==> src/sv/dpid_pkg.sv <==
`timescale 1ns / 1ps
// ----------------------------------------------------------------------------
// dpid_pkg: shared types and constants of the differential drive PID
// Register indexes, reset values, the control word layout and the microcode
// program that the sequencer steps through.
// ----------------------------------------------------------------------------
package dpid_pkg;

	localparam int COUNT_BITS_DEF = 6;
	localparam int PULSE_BITS_DEF = 12;
	localparam int SUM_BITS_DEF   = 24;

	localparam int GAIN_BITS      = 16;
	localparam int COEFF_FRAC     = 8;
	localparam int CORR_BITS      = 16;
	localparam int MAG_BITS       = 33;
	localparam int CFG_INDEX_BITS = 2;
	localparam int CFG_DATA_BITS  = 16;

	localparam logic [GAIN_BITS-1:0] GAIN_RESET   = 16'd1280;
	localparam logic [GAIN_BITS-1:0] ICOEFF_RESET = 16'd31;
	localparam logic [GAIN_BITS-1:0] DCOEFF_RESET = 16'd533;
	localparam int                   BASE_PULSE_RESET = 1650;

	localparam logic [MAG_BITS-1:0] MAG_LIMIT    = 33'h1_0000_0000;
	localparam logic [MAG_BITS-1:0] CORR_POS_MAX = 33'd32767;
	localparam logic [MAG_BITS-1:0] CORR_NEG_MAX = 33'd32768;

	typedef enum logic [CFG_INDEX_BITS-1:0] {
		REG_PROP_GAIN  = 2'd0,
		REG_INT_COEFF  = 2'd1,
		REG_DER_COEFF  = 2'd2,
		REG_BASE_PULSE = 2'd3
	} cfg_reg_t;

	typedef enum logic [1:0] {
		MUL_NONE,
		MUL_SUM_IC,
		MUL_DIFF_DC,
		MUL_MAG_GAIN
	} mul_sel_t;

	typedef enum logic [1:0] {
		ACC_HOLD,
		ACC_LOAD_ERR,
		ACC_ADD_PROD
	} acc_op_t;

	typedef enum logic [1:0] {
		COND_NEXT,
		COND_IN_VALID,
		COND_OUT_FREE
	} cond_t;

	localparam int STEP_BITS = 4;
	typedef logic [STEP_BITS-1:0] step_t;

	localparam step_t STEP_WAIT    = 4'd0;
	localparam step_t STEP_ERR_SUM = 4'd1;
	localparam step_t STEP_MUL_I   = 4'd2;
	localparam step_t STEP_MUL_D   = 4'd3;
	localparam step_t STEP_ADD_D   = 4'd4;
	localparam step_t STEP_MAG     = 4'd5;
	localparam step_t STEP_MUL_K   = 4'd6;
	localparam step_t STEP_CORR    = 4'd7;
	localparam step_t STEP_OUT     = 4'd8;

	typedef struct packed {
		mul_sel_t mul_sel;
		acc_op_t  acc_op;
		logic     sum_upd;
		logic     prev_upd;
		logic     mag_en;
		logic     corr_en;
		logic     out_en;
		cond_t    cond;
		step_t    target;
	} ctrl_t;

	typedef struct packed {
		logic in_valid;
		logic out_free;
	} seq_stat_t;

	// Microcode ROM: one control word per step
	function automatic ctrl_t microcode(step_t s);
		ctrl_t c;
		c = '0;
		c.mul_sel = MUL_NONE;
		c.acc_op  = ACC_HOLD;
		c.cond    = COND_NEXT;
		c.target  = STEP_WAIT;
		unique case (s)
			STEP_WAIT: begin
				c.cond   = COND_IN_VALID;
				c.target = STEP_ERR_SUM;
			end
			STEP_ERR_SUM: begin
				c.sum_upd = 1'b1;
				c.acc_op  = ACC_LOAD_ERR;
			end
			STEP_MUL_I: begin
				c.mul_sel = MUL_SUM_IC;
			end
			STEP_MUL_D: begin
				c.acc_op   = ACC_ADD_PROD;
				c.mul_sel  = MUL_DIFF_DC;
				c.prev_upd = 1'b1;
			end
			STEP_ADD_D: begin
				c.acc_op = ACC_ADD_PROD;
			end
			STEP_MAG: begin
				c.mag_en = 1'b1;
			end
			STEP_MUL_K: begin
				c.mul_sel = MUL_MAG_GAIN;
			end
			STEP_CORR: begin
				c.corr_en = 1'b1;
			end
			STEP_OUT: begin
				c.out_en = 1'b1;
				c.cond   = COND_OUT_FREE;
				c.target = STEP_WAIT;
			end
			default: begin
				c.cond   = COND_IN_VALID;
				c.target = STEP_ERR_SUM;
			end
		endcase
		return c;
	endfunction

endpackage

==> src/sv/dpid_in_if.sv <==
`timescale 1ns / 1ps
// ----------------------------------------------------------------------------
// dpid_in_if: control tick channel
// Setpoint and wheel pulse counts of one tick, with valid/ready.
// ----------------------------------------------------------------------------
interface dpid_in_if #(
	parameter int COUNT_BITS = dpid_pkg::COUNT_BITS_DEF
) ();
	logic                   valid;
	logic                   ready;
	logic signed [COUNT_BITS:0] target_difference;
	logic [COUNT_BITS-1:0]  right_count;
	logic [COUNT_BITS-1:0]  left_count;

	modport source (output valid, output target_difference, output right_count,
		output left_count, input ready);
	modport sink (input valid, input target_difference, input right_count,
		input left_count, output ready);
endinterface

==> src/sv/dpid_out_if.sv <==
`timescale 1ns / 1ps
// ----------------------------------------------------------------------------
// dpid_out_if: servo pulse channel
// Left and right pulse widths, correction and clip flag, with valid/ready.
// ----------------------------------------------------------------------------
interface dpid_out_if #(
	parameter int PULSE_BITS = dpid_pkg::PULSE_BITS_DEF
) ();
	logic                                 valid;
	logic                                 ready;
	logic [PULSE_BITS-1:0]                left_pulse_us;
	logic [PULSE_BITS-1:0]                right_pulse_us;
	logic signed [dpid_pkg::CORR_BITS-1:0] correction;
	logic                                 clipped;

	modport source (output valid, output left_pulse_us, output right_pulse_us,
		output correction, output clipped, input ready);
	modport sink (input valid, input left_pulse_us, input right_pulse_us,
		input correction, input clipped, output ready);
endinterface

==> src/sv/dpid_seq.sv <==
`timescale 1ns / 1ps
// ----------------------------------------------------------------------------
// dpid_seq: microcode sequencer
// Step counter over the control ROM, with conditional jumps on handshakes.
// ----------------------------------------------------------------------------
module dpid_seq (
	input  logic               clk,
	input  logic               arst_n,
	input  dpid_pkg::seq_stat_t stat,
	output dpid_pkg::ctrl_t    ctrl
);

	dpid_pkg::step_t step_q;
	dpid_pkg::step_t step_d;

	assign ctrl = dpid_pkg::microcode(step_q);

	always_comb begin
		unique case (ctrl.cond)
			dpid_pkg::COND_NEXT:     step_d = step_q + dpid_pkg::STEP_BITS'(1);
			dpid_pkg::COND_IN_VALID: step_d = stat.in_valid ? ctrl.target : step_q;
			dpid_pkg::COND_OUT_FREE: step_d = stat.out_free ? ctrl.target : step_q;
			default:                 step_d = dpid_pkg::STEP_WAIT;
		endcase
	end

	always_ff @(posedge clk or negedge arst_n) begin
		if (!arst_n) begin
			step_q <= dpid_pkg::STEP_WAIT;
		end else begin
			step_q <= step_d;
		end
	end

endmodule

==> src/sv/dpid_dp.sv <==
`timescale 1ns / 1ps
// ----------------------------------------------------------------------------
// dpid_dp: PID datapath
// Error, integral and derivative state, one shared multiplier, accumulator
// and the saturation of integral sum, correction and pulse widths.
// ----------------------------------------------------------------------------
module dpid_dp #(
	parameter int COUNT_BITS = dpid_pkg::COUNT_BITS_DEF,
	parameter int PULSE_BITS = dpid_pkg::PULSE_BITS_DEF,
	parameter int SUM_BITS   = dpid_pkg::SUM_BITS_DEF
) (
	input  logic                                 clk,
	input  logic                                 arst_n,
	input  dpid_pkg::ctrl_t                      ctrl,
	input  logic                                 accept,
	input  logic signed [COUNT_BITS:0]           target_difference,
	input  logic [COUNT_BITS-1:0]                right_count,
	input  logic [COUNT_BITS-1:0]                left_count,
	input  logic [dpid_pkg::GAIN_BITS-1:0]       gain,
	input  logic [dpid_pkg::GAIN_BITS-1:0]       icoeff,
	input  logic [dpid_pkg::GAIN_BITS-1:0]       dcoeff,
	input  logic [PULSE_BITS-1:0]                base,
	output logic [PULSE_BITS-1:0]                left_pulse_us,
	output logic [PULSE_BITS-1:0]                right_pulse_us,
	output logic signed [dpid_pkg::CORR_BITS-1:0] correction,
	output logic                                 clipped
);

	localparam int ERR_BITS   = COUNT_BITS + 2;
	localparam int DIFF_BITS  = ERR_BITS + 1;
	localparam int A_MAX1     = (SUM_BITS > DIFF_BITS) ? SUM_BITS : DIFF_BITS;
	localparam int MUL_A_BITS = (A_MAX1 > dpid_pkg::MAG_BITS + 1) ?
		A_MAX1 : dpid_pkg::MAG_BITS + 1;
	localparam int MUL_B_BITS = dpid_pkg::GAIN_BITS + 1;
	localparam int PROD_BITS  = MUL_A_BITS + MUL_B_BITS;
	localparam int SSUM_BITS  = ((SUM_BITS > ERR_BITS) ? SUM_BITS : ERR_BITS) + 1;
	localparam int PSUM_BITS  = ((PULSE_BITS > dpid_pkg::CORR_BITS) ?
		PULSE_BITS : dpid_pkg::CORR_BITS) + 2;
	localparam int CB         = dpid_pkg::CORR_BITS;
	localparam int MB         = dpid_pkg::MAG_BITS;

	logic signed [ERR_BITS-1:0]   err_q;
	logic signed [ERR_BITS-1:0]   prev_q;
	logic signed [SUM_BITS-1:0]   sum_q;
	logic signed [PROD_BITS-1:0]  acc_q;
	logic signed [PROD_BITS-1:0]  prod_q;
	logic [MB-1:0]                mag_q;
	logic                         neg_q;
	logic signed [CB-1:0]         corr_q;
	logic                         clip_q;

	logic signed [ERR_BITS-1:0]   err_new;
	logic signed [SSUM_BITS-1:0]  ssum;
	logic [SSUM_BITS-SUM_BITS:0]  ssum_top;
	logic                         sum_sat;
	logic signed [SUM_BITS-1:0]   sum_new;
	logic signed [DIFF_BITS-1:0]  diff;
	logic signed [MUL_A_BITS-1:0] mul_a;
	logic signed [MUL_B_BITS-1:0] mul_b;
	logic signed [PROD_BITS-1:0]  abs_acc;
	logic                         mag_big;
	logic [MB-1:0]                prod_k;
	logic signed [CB-1:0]         corr_new;
	logic                         corr_sat;
	logic signed [PSUM_BITS-1:0]  pbase;
	logic signed [PSUM_BITS-1:0]  pcorr;
	logic signed [PSUM_BITS-1:0]  left_s;
	logic signed [PSUM_BITS-1:0]  right_s;
	logic                         left_clip;
	logic                         right_clip;

	assign err_new = ERR_BITS'(target_difference)
		- (ERR_BITS'({1'b0, right_count}) - ERR_BITS'({1'b0, left_count}));

	// Saturating integral update: overflow when the top bits disagree
	assign ssum     = SSUM_BITS'(sum_q) + SSUM_BITS'(err_q);
	assign ssum_top = ssum[SSUM_BITS-1:SUM_BITS-1];
	assign sum_sat  = !((&ssum_top) || !(|ssum_top));
	always_comb begin
		if (!sum_sat) begin
			sum_new = ssum[SUM_BITS-1:0];
		end else if (ssum[SSUM_BITS-1]) begin
			sum_new = {1'b1, {(SUM_BITS-1){1'b0}}};
		end else begin
			sum_new = {1'b0, {(SUM_BITS-1){1'b1}}};
		end
	end

	assign diff = DIFF_BITS'(err_q) - DIFF_BITS'(prev_q);

	always_comb begin
		unique case (ctrl.mul_sel)
			dpid_pkg::MUL_SUM_IC: begin
				mul_a = MUL_A_BITS'(sum_q);
				mul_b = {1'b0, icoeff};
			end
			dpid_pkg::MUL_DIFF_DC: begin
				mul_a = MUL_A_BITS'(diff);
				mul_b = {1'b0, dcoeff};
			end
			dpid_pkg::MUL_MAG_GAIN: begin
				mul_a = MUL_A_BITS'({1'b0, mag_q});
				mul_b = {1'b0, gain};
			end
			default: begin
				mul_a = '0;
				mul_b = '0;
			end
		endcase
	end

	// Magnitude, clamped to 2^32: any non-zero gain saturates beyond it
	assign abs_acc = acc_q[PROD_BITS-1] ? -acc_q : acc_q;
	assign mag_big = (|abs_acc[PROD_BITS-1:MB])
		|| (abs_acc[MB-1] && (|abs_acc[MB-2:0]));

	assign prod_k = prod_q[dpid_pkg::GAIN_BITS +: MB];
	always_comb begin
		corr_sat = 1'b0;
		if (neg_q) begin
			if (prod_k > dpid_pkg::CORR_NEG_MAX) begin
				corr_sat = 1'b1;
				corr_new = {1'b1, {(CB-1){1'b0}}};
			end else begin
				corr_new = -prod_k[CB-1:0];
			end
		end else begin
			if (prod_k > dpid_pkg::CORR_POS_MAX) begin
				corr_sat = 1'b1;
				corr_new = {1'b0, {(CB-1){1'b1}}};
			end else begin
				corr_new = prod_k[CB-1:0];
			end
		end
	end

	assign pbase   = PSUM_BITS'({1'b0, base});
	assign pcorr   = PSUM_BITS'(corr_q);
	assign left_s  = pbase + pcorr;
	assign right_s = pbase - pcorr;

	always_comb begin
		left_clip = 1'b1;
		if (left_s[PSUM_BITS-1]) begin
			left_pulse_us = '0;
		end else if (|left_s[PSUM_BITS-2:PULSE_BITS]) begin
			left_pulse_us = '1;
		end else begin
			left_pulse_us = left_s[PULSE_BITS-1:0];
			left_clip     = 1'b0;
		end
	end

	always_comb begin
		right_clip = 1'b1;
		if (right_s[PSUM_BITS-1]) begin
			right_pulse_us = '0;
		end else if (|right_s[PSUM_BITS-2:PULSE_BITS]) begin
			right_pulse_us = '1;
		end else begin
			right_pulse_us = right_s[PULSE_BITS-1:0];
			right_clip     = 1'b0;
		end
	end

	assign correction = corr_q;
	assign clipped    = clip_q || left_clip || right_clip;

	// Controller state
	always_ff @(posedge clk or negedge arst_n) begin
		if (!arst_n) begin
			sum_q  <= '0;
			prev_q <= '0;
			clip_q <= 1'b0;
		end else begin
			if (accept) begin
				clip_q <= 1'b0;
			end else if ((ctrl.sum_upd && sum_sat) || (ctrl.corr_en && corr_sat)) begin
				clip_q <= 1'b1;
			end
			if (ctrl.sum_upd) begin
				sum_q <= sum_new;
			end
			if (ctrl.prev_upd) begin
				prev_q <= err_q;
			end
		end
	end

	// Working registers
	always_ff @(posedge clk) begin
		if (accept) begin
			err_q <= err_new;
		end
		if (ctrl.mul_sel != dpid_pkg::MUL_NONE) begin
			prod_q <= mul_a * mul_b;
		end
		unique case (ctrl.acc_op)
			dpid_pkg::ACC_LOAD_ERR: acc_q <= PROD_BITS'(err_q) <<< dpid_pkg::COEFF_FRAC;
			dpid_pkg::ACC_ADD_PROD: acc_q <= acc_q + prod_q;
			default:                acc_q <= acc_q;
		endcase
		if (ctrl.mag_en) begin
			neg_q <= acc_q[PROD_BITS-1];
			mag_q <= mag_big ? dpid_pkg::MAG_LIMIT : abs_acc[MB-1:0];
		end
		if (ctrl.corr_en) begin
			corr_q <= corr_new;
		end
	end

endmodule

==> src/sv/differential_drive_pid.sv <==
`timescale 1ns / 1ps
// ----------------------------------------------------------------------------
// differential_drive_pid: PID steering for a two-wheeled drive
// Takes one control tick per beat and returns the servo pulse widths.
// ----------------------------------------------------------------------------
// Usage:
//   in_ch carries one control tick per beat: setpoint and wheel counts.
//   out_ch returns one beat per tick: left and right pulse widths, the
//   signed correction and a flag for any saturation in that tick.
//   Gains and base pulse width are written through cfg_we/cfg_index/cfg_data
//   while no tick is in flight.
//   The sequencer runs a 9-step microprogram around one shared 34x17
//   multiplier (integral, derivative and gain products in turn), and a
//   new tick is taken only at the wait step, once the previous tick has
//   been handed to the output register.
//   The output register holds a finished result while the receiver stalls;
//   the next tick is already accepted and computed behind it, and waits at
//   the last step until the register is free.
//   Reset clears the integral sum and the stored error, and loads the
//   registers with gain 5.0, integral 31/256, derivative 533/256, 1650 us.
// ----------------------------------------------------------------------------
module differential_drive_pid #(
	parameter int COUNT_BITS = dpid_pkg::COUNT_BITS_DEF,
	parameter int PULSE_BITS = dpid_pkg::PULSE_BITS_DEF,
	parameter int SUM_BITS   = dpid_pkg::SUM_BITS_DEF
) (
	input  logic                                  clk,
	input  logic                                  arst_n,
	dpid_in_if.sink                               in_ch,
	dpid_out_if.source                            out_ch,
	input  logic                                  cfg_we,
	input  logic [dpid_pkg::CFG_INDEX_BITS-1:0]   cfg_index,
	input  logic [dpid_pkg::CFG_DATA_BITS-1:0]    cfg_data
);

	logic [dpid_pkg::GAIN_BITS-1:0] gain_q;
	logic [dpid_pkg::GAIN_BITS-1:0] icoeff_q;
	logic [dpid_pkg::GAIN_BITS-1:0] dcoeff_q;
	logic [PULSE_BITS-1:0]          base_q;

	dpid_pkg::ctrl_t     ctrl;
	dpid_pkg::seq_stat_t stat;
	logic                accept;
	logic                out_free;
	logic                out_load;
	logic                out_valid_q;

	logic [PULSE_BITS-1:0]                 left_d;
	logic [PULSE_BITS-1:0]                 right_d;
	logic signed [dpid_pkg::CORR_BITS-1:0] corr_d;
	logic                                  clip_d;
	logic [PULSE_BITS-1:0]                 left_q;
	logic [PULSE_BITS-1:0]                 right_q;
	logic signed [dpid_pkg::CORR_BITS-1:0] corr_q;
	logic                                  clip_q;

	assign in_ch.ready = (ctrl.cond == dpid_pkg::COND_IN_VALID);
	assign accept      = in_ch.valid && in_ch.ready;
	assign out_free    = !out_valid_q || out_ch.ready;
	assign out_load    = ctrl.out_en && out_free;

	assign stat.in_valid = in_ch.valid;
	assign stat.out_free = out_free;

	always_ff @(posedge clk or negedge arst_n) begin
		if (!arst_n) begin
			gain_q   <= dpid_pkg::GAIN_RESET;
			icoeff_q <= dpid_pkg::ICOEFF_RESET;
			dcoeff_q <= dpid_pkg::DCOEFF_RESET;
			base_q   <= PULSE_BITS'(dpid_pkg::BASE_PULSE_RESET);
		end else if (cfg_we) begin
			unique case (dpid_pkg::cfg_reg_t'(cfg_index))
				dpid_pkg::REG_PROP_GAIN:  gain_q   <= cfg_data;
				dpid_pkg::REG_INT_COEFF:  icoeff_q <= cfg_data;
				dpid_pkg::REG_DER_COEFF:  dcoeff_q <= cfg_data;
				dpid_pkg::REG_BASE_PULSE: base_q   <= cfg_data[PULSE_BITS-1:0];
				default:                  base_q   <= base_q;
			endcase
		end
	end

	dpid_seq u_seq (
		.clk    (clk),
		.arst_n (arst_n),
		.stat   (stat),
		.ctrl   (ctrl)
	);

	dpid_dp #(
		.COUNT_BITS (COUNT_BITS),
		.PULSE_BITS (PULSE_BITS),
		.SUM_BITS   (SUM_BITS)
	) u_dp (
		.clk               (clk),
		.arst_n            (arst_n),
		.ctrl              (ctrl),
		.accept            (accept),
		.target_difference (in_ch.target_difference),
		.right_count       (in_ch.right_count),
		.left_count        (in_ch.left_count),
		.gain              (gain_q),
		.icoeff            (icoeff_q),
		.dcoeff            (dcoeff_q),
		.base              (base_q),
		.left_pulse_us     (left_d),
		.right_pulse_us    (right_d),
		.correction        (corr_d),
		.clipped           (clip_d)
	);

	// Output register: hold the beat until the receiver takes it
	always_ff @(posedge clk or negedge arst_n) begin
		if (!arst_n) begin
			out_valid_q <= 1'b0;
		end else if (out_load) begin
			out_valid_q <= 1'b1;
		end else if (out_ch.ready) begin
			out_valid_q <= 1'b0;
		end
	end

	always_ff @(posedge clk) begin
		if (out_load) begin
			left_q  <= left_d;
			right_q <= right_d;
			corr_q  <= corr_d;
			clip_q  <= clip_d;
		end
	end

	assign out_ch.valid          = out_valid_q;
	assign out_ch.left_pulse_us  = left_q;
	assign out_ch.right_pulse_us = right_q;
	assign out_ch.correction     = corr_q;
	assign out_ch.clipped        = clip_q;

	a_one_tick_in_flight: assert property (@(posedge clk) disable iff (!arst_n)
		accept |=> !in_ch.ready)
		else $error("tick accepted while another is in flight");

	a_fixed_latency: assert property (@(posedge clk) disable iff (!arst_n)
		accept |-> ##8 ctrl.out_en)
		else $error("microprogram did not reach the output step in time");

	a_symmetric_pulses: assert property (@(posedge clk) disable iff (!arst_n)
		(out_ch.valid && !out_ch.clipped) |->
		(({1'b0, out_ch.left_pulse_us} + {1'b0, out_ch.right_pulse_us}) == {base_q, 1'b0}))
		else $error("unclipped pulses not symmetric about the base width");

endmodule

==> src/flat_wrapper.sv <==
// flat-port wrapper written by rule: the top's interface ports become plain ports
module differential_drive_pid_flat 
#(
	parameter int COUNT_BITS = dpid_pkg::COUNT_BITS_DEF,
	parameter int PULSE_BITS = dpid_pkg::PULSE_BITS_DEF,
	parameter int SUM_BITS   = dpid_pkg::SUM_BITS_DEF
)
  (clk, arst_n, cfg_we, cfg_index, cfg_data, in_ch_valid, in_ch_target_difference, in_ch_right_count, in_ch_left_count, in_ch_ready, out_ch_valid, out_ch_left_pulse_us, out_ch_right_pulse_us, out_ch_correction, out_ch_clipped, out_ch_ready);
  dpid_in_if #(.COUNT_BITS(COUNT_BITS)) in_ch_i ();
  dpid_out_if #(.PULSE_BITS(PULSE_BITS)) out_ch_i ();
  input  logic clk;
  input  logic arst_n;
  input  logic cfg_we;
  input  logic [dpid_pkg::CFG_INDEX_BITS-1:0] cfg_index;
  input  logic [dpid_pkg::CFG_DATA_BITS-1:0] cfg_data;
  input wire logic [$bits(in_ch_i.valid)-1:0] in_ch_valid;
  input wire logic [$bits(in_ch_i.target_difference)-1:0] in_ch_target_difference;
  input wire logic [$bits(in_ch_i.right_count)-1:0] in_ch_right_count;
  input wire logic [$bits(in_ch_i.left_count)-1:0] in_ch_left_count;
  output wire logic [$bits(in_ch_i.ready)-1:0] in_ch_ready;
  output wire logic [$bits(out_ch_i.valid)-1:0] out_ch_valid;
  output wire logic [$bits(out_ch_i.left_pulse_us)-1:0] out_ch_left_pulse_us;
  output wire logic [$bits(out_ch_i.right_pulse_us)-1:0] out_ch_right_pulse_us;
  output wire logic [$bits(out_ch_i.correction)-1:0] out_ch_correction;
  output wire logic [$bits(out_ch_i.clipped)-1:0] out_ch_clipped;
  input wire logic [$bits(out_ch_i.ready)-1:0] out_ch_ready;
  assign in_ch_i.valid = in_ch_valid;
  assign in_ch_i.target_difference = in_ch_target_difference;
  assign in_ch_i.right_count = in_ch_right_count;
  assign in_ch_i.left_count = in_ch_left_count;
  assign in_ch_ready = in_ch_i.ready;
  assign out_ch_valid = out_ch_i.valid;
  assign out_ch_left_pulse_us = out_ch_i.left_pulse_us;
  assign out_ch_right_pulse_us = out_ch_i.right_pulse_us;
  assign out_ch_correction = out_ch_i.correction;
  assign out_ch_clipped = out_ch_i.clipped;
  assign out_ch_i.ready = out_ch_ready;
  differential_drive_pid #(.COUNT_BITS(COUNT_BITS), .PULSE_BITS(PULSE_BITS), .SUM_BITS(SUM_BITS)) u_core (.clk(clk), .arst_n(arst_n), .in_ch(in_ch_i), .out_ch(out_ch_i), .cfg_we(cfg_we), .cfg_index(cfg_index), .cfg_data(cfg_data));
endmodule
==> config.mk <==
export PLATFORM = sky130hd
export DESIGN_NAME = differential_drive_pid_flat
export DESIGN_NICKNAME = d
export VERILOG_FILES = /design/src/sv/dpid_pkg.sv /design/src/sv/dpid_in_if.sv /design/src/sv/dpid_out_if.sv /design/src/sv/dpid_seq.sv /design/src/sv/dpid_dp.sv /design/src/sv/differential_drive_pid.sv /design/src/flat_wrapper.sv
export SDC_FILE = /design/constraint.sdc
export NUM_CORES = 2
export LEC_CHECK = 0
export BUFFER_PORTS_ARGS = -buffer_cell sky130_fd_sc_hd__buf_4
export CORE_MARGIN = 3
export CORE_UTILIZATION = 25
export CTS_CLUSTER_DIAMETER = 150
export CTS_CLUSTER_SIZE = 10
export DETAILED_ROUTE_END_ITERATION = 10
export PLACE_DENSITY = 0.5
export SYNTH_ARGS = -nofsm -noshare
export SYNTH_HDL_FRONTEND = slang
export SYNTH_SLANG_ARGS = --single-unit
==> constraint.sdc <==
create_clock -name clk -period 14.77 [get_ports clk]
set_input_delay 2.954 -clock clk [delete_from_list [all_inputs] [get_ports clk]]
set_output_delay 2.954 -clock clk [all_outputs]
set_load 0.005 [all_outputs]
==> results.py <==
metrics = {
    "run_status": {
        "status": "finished clean",
    },
    "clock_tree": {
        "cts_buffer_depth": 3,
        "cts_made_buffers": 35,
        "holdBufCountCts": 0,
        "cts.sinks": 299,
        "cts_root_buf": "clkbuf_16",
        "post_cts_resized": 0,
        "tritoncts": "built",
        "h-tree-depth": 2,
        "clk_pin_slew_ns": 0.06,
        "clk-insertion-delay-late_ns": 0.56,
        "cts_setup_buffers": 0,
    },
    "min_path": {
        "min_path_type": "reg2reg",
        "holdPathStages": 2,
        "holdPathEnd": "u_core.u_dp.prev_q[0]$_DFFE_PN0P_",
        "min_from": "u_core.u_dp.prev_q[0]$_DFFE_PN0P_",
    },
    "sta": {
        "post-route-min-period_ns": 10.20,
        "final.setup_skew_ns": 0.0218,
        "drv_slew": 0,
        "slew_headroom": 0.215,
        "clock.fmax_ghz": 0.0980,
        "fin_crit_sh": 0.691,
        "finalSetupViolCount": 0,
        "tightestPinTransition_ns": 1.18,
        "fin_tns_setup_ns": 0,
        "rsz0062_at_grt": "no",
        "finalHoldViolations": 0,
    },
    "logic_synthesis": {
        "postSynth.asyncResetShare": 0.328,
        "yosysTopAreaCellShare": 0.273,
        "synthFlopType": "edfxtp_1",
        "synth_area_per_cell_sq_um": 9.14,
        "synth_cell_types": 87,
        "ys_seq_area_frac": 0.222,
        "synthTopCellsByArea": "fa_1, edfxtp_1, ha_1",
        "synthesis.area_sq_mm": 0.0384,
        "synth_top_area_cell": "fa_1",
        "synth.ff_latch_count": 299,
        "synth_edf_count": 201,
        "yosysWarnings": 0,
        "syn_nets": 5010,
        "syn-instance-count": 4196,
    },
    "worst_setup_path": {
        "worstPathRequired_ns": 15.07,
        "worstSetupPathDepth": 32,
        "critPathMaxFanout": 31,
        "timing.rr.end": "u_core.u_dp.prod_q[45]$_DFFE_PP_",
        "crit_type": "reg2reg",
        "r2r-start": "u_core.u_dp.err_q[0]$_DFFE_PP_",
        "cp_top_family": "compound AO/OA/AOI/OAI gates",
        "start_kind": "register",
        "worst-r2r-cell-count": 32,
        "critical_path_buf_inv_count": 6,
        "max_stage_delay_ns": 1.01,
        "critPathSlowestCell": "o311ai_0",
        "end_kind": "register",
        "r2r_slack_ns": 4.57,
        "cp.arrival_ns": 10.51,
        "critPathMostFrequentCell": "fa_1",
    },
    "layout": {
        "fillers": 16275,
        "fin_area_sq_mm": 0.0422,
        "areaGrowthSynthToFinish_pct": 10.1,
        "mostFrequentLayoutCells": "inv_1, fa_1, nand2_1",
        "final_util": 0.277,
        "drive_gt1_frac": 0.0733,
        "area.sequential_sq_mm": 0.00851,
        "final_nets": 4999,
        "multi_input_area_sq_mm": 0.0266,
        "antenna_cells": 0,
        "final_common_cell": "inv_1",
    },
    "floorplan": {
        "dieWidth_um": 398,
        "die_y_um": 398,
        "start_util": 0.252,
        "die_area_sq_mm": 0.158,
        "io_pins": 85,
        "coreArea_sq_mm": 0.152,
        "rows": 143,
    },
    "route": {
        "viasPerCell": 4.77,
        "wl_met1_um": 53500,
        "highest_layer": "met4",
        "met2_length_um": 55800,
        "drc": 0,
        "vias": 29740,
        "drtAntennaViolNets": 0,
        "drt_first_pass_iters": 7,
        "wl_met3_um": 6260,
        "drt_wl_total_um": 118000,
        "drt_iter0_markers": 2162,
        "wl_per_cell_um": 19.0,
    },
    "power": {
        "power_density_mw_per_mm2": 202,
        "p_leak_nw": 18.9,
        "ir_drop_v": 0.000141,
        "total_power_mw": 8.55,
    },
    "global_route": {
        "grt_pass1_wl_um": 184000,
        "antenna_found_initial": 2,
        "grt_max_degree": 77,
        "grt_pass1_vias": 29962,
        "grt.overflow.total": 0,
        "grt_use_total": 0.149,
    },
    "placed_design": {
        "io_buffers": 84,
        "place_area_sq_mm": 0.0412,
        "gp_congestion": 0.893,
        "hpwlAfterDp_um": 94100,
    },
    "job": {
        "drv_cap": 0,
    },
}
==> cell usage after synthesis, drive strengths merged, types with 10 or more instances <==
cell and n:
inv 694, fa 524, nand2 482, nor2 413, ha 248, edfxtp 201
a21oi 178, clkbuf 159, o21ai 155, xnor2 97, dfrtp 81, a21o 77
mux2 74, xor2 73, nor3 51, nand3 50, and2 37, nand2b 36
o21a 34, nand4 31, nor2b 30, or3 28, nor4 25, a211oi 24
and3 22, buf 22, o31ai 22, o311ai 21, o21bai 20, a221oi 19
a22oi 19, a31oi 18, a221o 17, dfstp 17, or2 17, o211ai 16
o41ai 15, a21boi 10, or4 10
==> power breakdown <==
group / internal [mW] / total, mW / switching [mW]
logic: 2.13 / 5.93 / 3.80
registers: 1.36 / 1.81 / 0.448
clock network: 0.442 / 0.813 / 0.371
total: 3.93 / 8.55 / 4.62
==> worst max-delay path by stage <==
| stage | start | endpoint | slack [ns] |
|---|---|---|---|
| 2_1_floorplan | u_core.u_dp.err_q[0]$_DFFE_PP_ | u_core.u_dp.prod_q[49]$_DFFE_PP_ | 6.10 |
| 3_3_place_gp | u_core.u_dp.err_q[0]$_DFFE_PP_ | u_core.u_dp.prod_q[49]$_DFFE_PP_ | 4.81 |
| 3_5_place_dp | u_core.u_dp.err_q[0]$_DFFE_PP_ | u_core.u_dp.prod_q[45]$_DFFE_PP_ | 4.60 |
| 4_1_cts | u_core.u_dp.err_q[0]$_DFFE_PP_ | u_core.u_dp.prod_q[45]$_DFFE_PP_ | 4.55 |
| 5_1_grt | u_core.u_dp.err_q[0]$_DFFE_PP_ | u_core.u_dp.prod_q[49]$_DFFE_PP_ | 3.79 |
| 6_report | u_core.u_dp.err_q[0]$_DFFE_PP_ | u_core.u_dp.prod_q[45]$_DFFE_PP_ | 4.57 |
==> area by class of cell <==
cell class                 count  share of cell area
tap                         2030              0.0601
timing repair buffer         133              0.0236
inverter                     697              0.0619
clock buffer                  52              0.0222
multi-input combinational   3019               0.629
clock inverter                 3             0.00130
sequential                   299               0.201
==> stage by stage <==
| step | instances | worst slack, ns | hold slack, ns |
|---|---|---|---|
| 2_1_floorplan | 4196 | 6.10 | 0.424 |
| 3_3_place_gp | 6178 | 4.81 | 0.477 |
| 3_5_place_dp | 6178 | 4.60 | 0.487 |
| 4_1_cts | 6233 | 4.55 | 0.501 |
| 5_1_grt | 6233 | 3.79 | 0.519 |
| 6_report | 6233 | 4.57 | 0.496 |
==> sequential cells by signal (all words and copies together), names as in the netlist <==
| name | cells |
|---|---|
| u_core.out_ch.right_pulse_us | 12 |
| u_core.icoeff_q | 16 |
| u_core.u_dp.acc_q | 51 |
| u_core.out_ch.valid | 1 |
| u_core.out_ch.correction | 16 |
| u_core.out_ch.left_pulse_us | 12 |
| u_core.u_dp.mag_q | 33 |
| u_core.u_dp.sum_q | 24 |
| u_core.u_dp.neg_q | 1 |
| u_core.u_dp.correction | 16 |
| u_core.u_seq.step_q | 4 |
| u_core.u_dp.clip_q | 1 |
| u_core.gain_q | 16 |
| u_core.dcoeff_q | 16 |
| u_core.u_dp.prod_q | 51 |
| u_core.u_dp.err_q | 8 |
| u_core.u_dp.prev_q | 8 |
| u_core.base_q | 12 |
| u_core.out_ch.clipped | 1 |
==> routing by layer <==
layer | up-vias | track usage
met1 | 15045 | 0.208
met2 | 800 | 0.246
met3 | 136 | 0.0206
li1 | 13759 | -
met5 | - | 0
met4 | 0 | 0.0336
==> cell families after synthesis <==
kind of cell / synth area share
XOR/XNOR: 0.0388
AO/OA/AOI/OAI: 0.127
multiplexers: 0.0228
flip-flops: 0.222
adder cells (fa/ha/maj): 0.356
buffers and inverters: 0.0866
AND/OR/NAND/NOR: 0.147
==> tightest hold or removal path: cells and delay by family (launching register included) <==
kind,cells,cell delay [ns]
AO/OA/AOI/OAI,1,0.07
flip-flops,1,0.34
AND/OR/NAND/NOR,1,0.05
Power figures use the tool's default switching activity.
